$ cat config.mk
export PLATFORM = sky130hd
export DESIGN_NAME = crc32_label_hash_top_flat
export DESIGN_NICKNAME = d
export VERILOG_FILES = /design/src/rtl/core/clh_pkg.sv /design/src/rtl/core/clh_in_if.sv /design/src/rtl/core/clh_out_if.sv /design/src/rtl/core/crc32_label_hash_top.sv /design/src/flat_wrapper.sv
export SDC_FILE = /design/constraint.sdc
export NUM_CORES = 1
export LEC_CHECK = 0
export ABC_AREA = 1
export BUFFER_PORTS_ARGS = -buffer_cell sky130_fd_sc_hd__clkbuf_2
export CAP_MARGIN = 5
export CORE_ASPECT_RATIO = 0.8
export CORE_MARGIN = 4
export CORE_UTILIZATION = 55
export DETAILED_ROUTE_END_ITERATION = 7
export PLACE_DENSITY = 0.74
export SETUP_SLACK_MARGIN = 0.2
export SYNTH_ARGS = -nofsm -noshare
export SYNTH_HDL_FRONTEND = slang
export SYNTH_SLANG_ARGS = --single-unit
$ cat constraint.sdc
create_clock -name clk -period 13.6 [get_ports clk]
set_input_delay 0 -clock clk [delete_from_list [all_inputs] [get_ports clk]]
set_output_delay 0 -clock clk [all_outputs]
set_load 0.02 [all_outputs]
$ cat src/rtl/core/clh_pkg.sv
package clh_pkg;

  localparam int unsigned CRC_W     = 32;
  localparam int unsigned BYTE_W    = 8;
  localparam int unsigned CFG_IDX_W = 1;
  localparam int unsigned RUN_W     = 2;

  localparam logic [CRC_W-1:0]  CRC_POLY   = 32'hEDB8_8320;
  localparam logic [CRC_W-1:0]  SEED_RESET = 32'd1234;
  localparam logic [BYTE_W-1:0] HASH_CHAR  = 8'h23;
  localparam logic [BYTE_W-1:0] END_CHAR   = 8'h00;

  localparam logic [CFG_IDX_W-1:0] CFG_SEED = 1'b0;
  localparam logic [CFG_IDX_W-1:0] CFG_MODE = 1'b1;

  localparam logic [RUN_W-1:0] RUN_NONE  = 2'd0;
  localparam logic [RUN_W-1:0] RUN_ONE   = 2'd1;
  localparam logic [RUN_W-1:0] RUN_TWO   = 2'd2;
  localparam logic [RUN_W-1:0] RUN_THREE = 2'd3;

  typedef logic [CRC_W-1:0]  crc_t;
  typedef logic [BYTE_W-1:0] byte_t;

  function automatic crc_t crc_byte(input crc_t crc, input byte_t data);
    crc_t c;
    c = crc ^ {{(CRC_W-BYTE_W){1'b0}}, data};
    for (int k = 0; k < 8; k++) begin
      c = (c >> 1) ^ (c[0] ? CRC_POLY : '0);
    end
    return c;
  endfunction

endpackage

$ cat src/rtl/core/clh_in_if.sv
interface clh_in_if;
  logic                 valid;
  logic                 ready;
  clh_pkg::byte_t       data_byte;
  logic                 last_byte;

  modport source (output valid, output data_byte, output last_byte, input ready);
  modport sink   (input valid, input data_byte, input last_byte, output ready);
endinterface

$ cat src/rtl/core/clh_out_if.sv
interface clh_out_if;
  logic           valid;
  logic           ready;
  clh_pkg::crc_t  hash_value;

  modport source (output valid, output hash_value, input ready);
  modport sink   (input valid, input hash_value, output ready);
endinterface

$ cat src/rtl/core/crc32_label_hash_top.sv
// A request is registered in the input stage and its hash, if it ends a message, is then
// registered in the result register. Throughput: one byte per cycle unless the result
// register is blocked, set by the single-byte CRC update in the state loop.
// Reset is synchronous and active low: seed returns to 1234, length mode is selected,
// the running CRC is set to the inverted seed and both pipeline valids are cleared.
module crc32_label_hash_top (
  input  logic                             clk,
  input  logic                             rst_n,
  clh_in_if.sink                           in_chan,
  clh_out_if.source                        out_chan,
  input  logic                             cfg_we,
  input  logic [clh_pkg::CFG_IDX_W-1:0]    cfg_index,
  input  logic [clh_pkg::CRC_W-1:0]        cfg_wdata
);

  clh_pkg::crc_t  seed_r;
  logic           mode_r;
  clh_pkg::crc_t  running_r, running_nxt;
  clh_pkg::crc_t  shadow_r, shadow_nxt;
  logic [clh_pkg::RUN_W-1:0] run_cnt_r, run_cnt_nxt;

  logic           s1_valid_r;
  clh_pkg::byte_t s1_byte_r;
  logic           s1_last_r;

  logic           out_valid_r, out_valid_nxt;
  clh_pkg::crc_t  out_hash_r, out_hash_nxt;

  logic           s1_adv;
  logic           s1_fire;
  logic           emit;
  clh_pkg::crc_t  crc_run;
  clh_pkg::crc_t  crc_shadow;
  clh_pkg::crc_t  crc_seed;

  assign s1_adv  = !out_valid_r || out_chan.ready;
  assign s1_fire = s1_valid_r && s1_adv;
  assign in_chan.ready = !s1_valid_r || s1_adv;

  assign crc_run    = clh_pkg::crc_byte(running_r, s1_byte_r);
  assign crc_shadow = clh_pkg::crc_byte(shadow_r, clh_pkg::HASH_CHAR);
  assign crc_seed   = clh_pkg::crc_byte(~seed_r, clh_pkg::HASH_CHAR);

  always_comb begin
    running_nxt   = running_r;
    shadow_nxt    = shadow_r;
    run_cnt_nxt   = run_cnt_r;
    emit          = 1'b0;
    out_hash_nxt  = out_hash_r;
    if (s1_fire) begin
      if (mode_r) begin
        if (s1_byte_r == clh_pkg::END_CHAR) begin
          emit         = 1'b1;
          out_hash_nxt = ~running_r;
          running_nxt  = ~seed_r;
          run_cnt_nxt  = clh_pkg::RUN_NONE;
        end else if (s1_byte_r == clh_pkg::HASH_CHAR) begin
          case (run_cnt_r)
            clh_pkg::RUN_NONE: begin
              run_cnt_nxt = clh_pkg::RUN_ONE;
              running_nxt = crc_run;
              shadow_nxt  = crc_seed;
            end
            clh_pkg::RUN_ONE: begin
              run_cnt_nxt = clh_pkg::RUN_TWO;
              running_nxt = crc_run;
              shadow_nxt  = crc_shadow;
            end
            clh_pkg::RUN_TWO: begin
              run_cnt_nxt = clh_pkg::RUN_THREE;
              running_nxt = crc_shadow;
              shadow_nxt  = crc_shadow;
            end
            default: begin
              running_nxt = shadow_r;
            end
          endcase
        end else begin
          run_cnt_nxt = clh_pkg::RUN_NONE;
          running_nxt = crc_run;
        end
      end else begin
        if (s1_last_r) begin
          emit         = 1'b1;
          out_hash_nxt = ~crc_run;
          running_nxt  = ~seed_r;
        end else begin
          running_nxt  = crc_run;
        end
      end
    end
  end

  always_comb begin
    out_valid_nxt = out_valid_r;
    if (emit) begin
      out_valid_nxt = 1'b1;
    end else if (out_chan.ready) begin
      out_valid_nxt = 1'b0;
    end
  end

  always_ff @(posedge clk) begin
    if (!rst_n) begin
      seed_r      <= clh_pkg::SEED_RESET;
      mode_r      <= 1'b0;
      running_r   <= ~clh_pkg::SEED_RESET;
      run_cnt_r   <= clh_pkg::RUN_NONE;
      s1_valid_r  <= 1'b0;
      out_valid_r <= 1'b0;
    end else begin
      out_valid_r <= out_valid_nxt;
      if (in_chan.ready) begin
        s1_valid_r <= in_chan.valid;
      end
      if (cfg_we) begin
        unique case (cfg_index)
          clh_pkg::CFG_SEED: begin
            seed_r    <= cfg_wdata;
            running_r <= ~cfg_wdata;
          end
          clh_pkg::CFG_MODE: begin
            mode_r    <= cfg_wdata[0];
            running_r <= ~seed_r;
          end
          default: begin
            running_r <= running_r;
          end
        endcase
        run_cnt_r <= clh_pkg::RUN_NONE;
      end else begin
        running_r <= running_nxt;
        run_cnt_r <= run_cnt_nxt;
      end
    end
  end

  always_ff @(posedge clk) begin
    shadow_r   <= shadow_nxt;
    out_hash_r <= out_hash_nxt;
    if (in_chan.ready && in_chan.valid) begin
      s1_byte_r <= in_chan.data_byte;
      s1_last_r <= in_chan.last_byte;
    end
  end

  assign out_chan.valid      = out_valid_r;
  assign out_chan.hash_value = out_hash_r;

  // The run counter only moves in terminated mode.
  a_run_idle_in_length_mode: assert property (@(posedge clk) disable iff (!rst_n)
    !mode_r |-> run_cnt_r == clh_pkg::RUN_NONE)
    else $error("run count nonzero in length mode");

  // A finished message leaves the running value at the inverted seed.
  a_restart_after_emit: assert property (@(posedge clk) disable iff (!rst_n)
    emit && !cfg_we |=> running_r == ~seed_r && run_cnt_r == clh_pkg::RUN_NONE)
    else $error("running CRC not restarted after a hash");

  // The input stage only holds a request while the result register is blocked.
  a_stall_only_when_full: assert property (@(posedge clk) disable iff (!rst_n)
    s1_valid_r && !s1_adv |-> out_valid_r && !out_chan.ready)
    else $error("input stage stalled without a blocked result");

  // A new hash is produced only into a free or draining result register.
  a_no_overwrite: assert property (@(posedge clk) disable iff (!rst_n)
    emit |-> !out_valid_r || out_chan.ready)
    else $error("pending hash overwritten");

endmodule
$ cat src/flat_wrapper.sv
// flat-port wrapper written by rule: the top's interface ports become plain ports
module crc32_label_hash_top_flat 
  (clk, rst_n, cfg_we, cfg_index, cfg_wdata, in_chan_valid, in_chan_data_byte, in_chan_last_byte, in_chan_ready, out_chan_valid, out_chan_hash_value, out_chan_ready);
  clh_in_if in_chan_i ();
  clh_out_if out_chan_i ();
  input  logic clk;
  input  logic rst_n;
  input  logic cfg_we;
  input  logic [clh_pkg::CFG_IDX_W-1:0] cfg_index;
  input  logic [clh_pkg::CRC_W-1:0] cfg_wdata;
  input wire logic [$bits(in_chan_i.valid)-1:0] in_chan_valid;
  input wire logic [$bits(in_chan_i.data_byte)-1:0] in_chan_data_byte;
  input wire logic [$bits(in_chan_i.last_byte)-1:0] in_chan_last_byte;
  output wire logic [$bits(in_chan_i.ready)-1:0] in_chan_ready;
  output wire logic [$bits(out_chan_i.valid)-1:0] out_chan_valid;
  output wire logic [$bits(out_chan_i.hash_value)-1:0] out_chan_hash_value;
  input wire logic [$bits(out_chan_i.ready)-1:0] out_chan_ready;
  assign in_chan_i.valid = in_chan_valid;
  assign in_chan_i.data_byte = in_chan_data_byte;
  assign in_chan_i.last_byte = in_chan_last_byte;
  assign in_chan_ready = in_chan_i.ready;
  assign out_chan_valid = out_chan_i.valid;
  assign out_chan_hash_value = out_chan_i.hash_value;
  assign out_chan_i.ready = out_chan_ready;
  crc32_label_hash_top u_core (.clk(clk), .rst_n(rst_n), .in_chan(in_chan_i), .out_chan(out_chan_i), .cfg_we(cfg_we), .cfg_index(cfg_index), .cfg_wdata(cfg_wdata));
endmodule
==> metrics.yaml <==
setup_path:
  startpoint_type: "flop"
  reg2reg_from: "u_core.mode_r"
  critical_path_class: "reg -> reg"
  critPathArrivalTime_ns: 4.04
  cp.required_ns: 13.66
  critPathLaunch: "u_core.mode_r"
  worstPathMaxFanout: 39
  endpoint_kind: "flop"
route:
  routed_wl_mm: 36.9
  viasPerCell: 5.96
  drt-pass1-iter-count: 7
  wl_per_cell_um: 21.8
  top_layer: "met4"
  dr_wl_met3_mm: 4.72
  drc: 0
  ant_nets: 0
  wl_met2_mm: 15.2
  wl_met1_mm: 15.8
  vias: 10100
  drtIter0Drc: 1382
final_layout:
  drive_gt1_frac: 0.127
  stdcell_count: 1693
  fin_nets: 1507
  syn2layout_area_growth_pct: 15.8
  n_fill_cell: 1566
  antenna_cells: 0
  fin_util: 0.659
sta:
  setup-tns-final_ns: 0
  finalClockSkew_ns: 0.0113
  min_period_ns: 3.98
  fmax_mhz: 251
  finalHoldViolCount: 0
  period_share: 0.293
  rsz0062_at_grt: "no"
  setup_viol: 0
  maxSlewViolCount: 0
  whs_ns: 0.0618
  tightest_slew_ns: 1.16
  maxSlewHeadroom: 0.227
floorplan:
  die_height_um: 129
  rows: 43
  core_area_um2: 17600
  initial_core_util: 0.569
  die_area_um2: 20500
  ios: 81
  die_width_um: 159
global_route:
  grt_max_degree: 54
  overflow: 0
  grt_pass1_vias: 9278
  antenna_found_initial: 1
  grt_pass1_wl_mm: 55.6
  globalRouteTotalUtil: 0.358
power:
  p_clk_frac: 0.353
  finalPower_w: 0.00148
  p_leak_nw: 5.26
  ir_worst_vdd_uv: 75.1
  p_sw_frac: 0.368
  switchingPower_w: 0.000543
  seq_power_share: 0.351
  internal_power_w: 0.000934
  power_density_nw_per_um2: 127
  share_comb_of_total_power: 0.296
yosys:
  synth_area_um2: 10000
  yosysSeqAreaShare: 0.356
  synth_cell_types: 50
  synthTopCellsByArea: "edfxtp_1, nand2_1, dfxtp_1"
  synth.most_common_cell: "nand2_1"
  synthCells: 1363
  synth.largest_area_cell: "edfxtp_1"
  synth_common_cells: "nand2_1, inv_1, o21ai_0"
  ys_seq_elements: 142
  async_flop_share: 0
  synth_top_area_frac: 0.218
  synthFlopType: "edfxtp_1"
  synth_edf_count: 73
  avgSynthCellArea_um2: 7.36
  yosys_warnings: 0
  syn_nets: 1415
clock_tree:
  cts-root-buf: "clkbuf_16"
  path_clk_slew_ns: 0.07
  cts.sinks: 142
  post_cts_resized: 0
  cts_tree: "done"
  insertion_delay_ns: 0.44
  htree_levels: 4
  cts_inserted_buffers: 17
  cts.path.max_buffers: 2
placement:
  hpwl_mm: 27.2
  dp_cells: 1608
  io_buffers: 80
  place.gp.congestion: 1.04
outcome:
  outcome: "finished clean"
job:
  drv_cap: 0
worst_hold_path:
  hold_class: "in -> reg"
  min-delay-start: "cfg_index"
[registers in the layout, summed over array words and instances (netlist names)]
name                        cells
u_core.run_cnt_r                2
u_core.out_chan.hash_value     32
u_core.shadow_r                32
u_core.s1_valid_r               1
u_core.seed_r                  32
u_core.running_r               32
u_core.out_chan.valid           1
u_core.s1_byte_r                8
u_core.s1_last_r                1
u_core.mode_r                   1
[power groups by stage]
stage | logic, W | registers, W | clock network [W]
after floorplan | 0.000277 | 0.000522 | 0
after global placement | 0.000406 | 0.000526 | 0
after detailed placement | 0.000408 | 0.000526 | 0
after CTS | 0.000423 | 0.000517 | 0.000517
after global routing | 0.000471 | 0.000521 | 0.000541
final | 0.000437 | 0.000519 | 0.000522
[kinds of logic (layout without fill, tap and decap cells)]
group,after synthesis,in the layout,synth area share
AND/OR/NAND/NOR,538,538,0.222
adder cells (fa/ha/maj),5,5,0.00623
flip-flops,142,142,0.356
buffers and inverters,216,321,0.0897
multiplexers,6,6,0.00598
XOR/XNOR,162,162,0.150
AO/OA/AOI/OAI,294,294,0.170
[layout make-up]
| class | count | area, um2 | area share |
|---|---|---|---|
| well taps | 225 | 282 | 0.0242 |
| flip-flops and latches | 142 | 3570 | 0.307 |
| clock inverters | 15 | 214 | 0.0184 |
| inverters | 148 | 563 | 0.0484 |
| repair buffers | 141 | 991 | 0.0852 |
| clock buffers | 17 | 425 | 0.0366 |
| multi-input cells | 1005 | 5580 | 0.480 |
[what timing repair did]
item                                   4_1_cts  5_1_grt
setup buffers                                0        0
hold buffers                                53        0
endpoints found under the hold margin       46        0
[per-layer routing]
layer  GRT usage  vias to the layer above
met1       0.519                     4733
met5           0                        -
li1            -                     4628
met3      0.0874                       79
met4       0.115                        0
met2       0.529                      643
[path summary, 6_finish.rpt]
kind	to	slack, ns	depth (start not counted)
worst max-delay path	u_core.out_chan.hash_value[12]	9.62	6
worst min-delay path	u_core.seed_r[0]	0.06	4
worst max register to register	u_core.out_chan.hash_value[12]	9.62	6
worst min register to register	u_core.running_r[14]	0.50	2
[placed cells by master, fill, tap and decap left out, types with 7 or more instances in the layout]
master / count
nand2_1: 392
inv_1: 132
o21ai_0: 120
xor2_1: 95
a21oi_1: 84
clkbuf_2: 80
edfxtp_1: 73
dfxtp_1: 69
xnor2_1: 57
nor2_1: 55
dlygate4sd3_1: 53
nand3_1: 45
a211oi_1: 24
nand2_2: 21
o211ai_1: 18
clkbuf_16: 17
o22ai_1: 12
inv_2: 11
o21ai_1: 8
buf_4: 8
o221ai_1: 7
[worst max-delay path, stage by stage, from the launching register on]
cell and delay, ns:
dfxtp_1 0.30, buf_4 0.25, inv_1 0.89, nand2_1 0.82, nand2_4 0.41, inv_1 0.15, nor2_4 0.74
[stage by stage]
stage          area, um2  setup slack [ns]
3_3_place_gp       10500              9.84
3_5_place_dp       10500              9.71
5_1_grt            11600              9.32
2_1_floorplan      10000              9.13
6_report           11600              9.62
4_1_cts            11600              9.69
No activity file was read; power rests on OpenSTA's default activity.
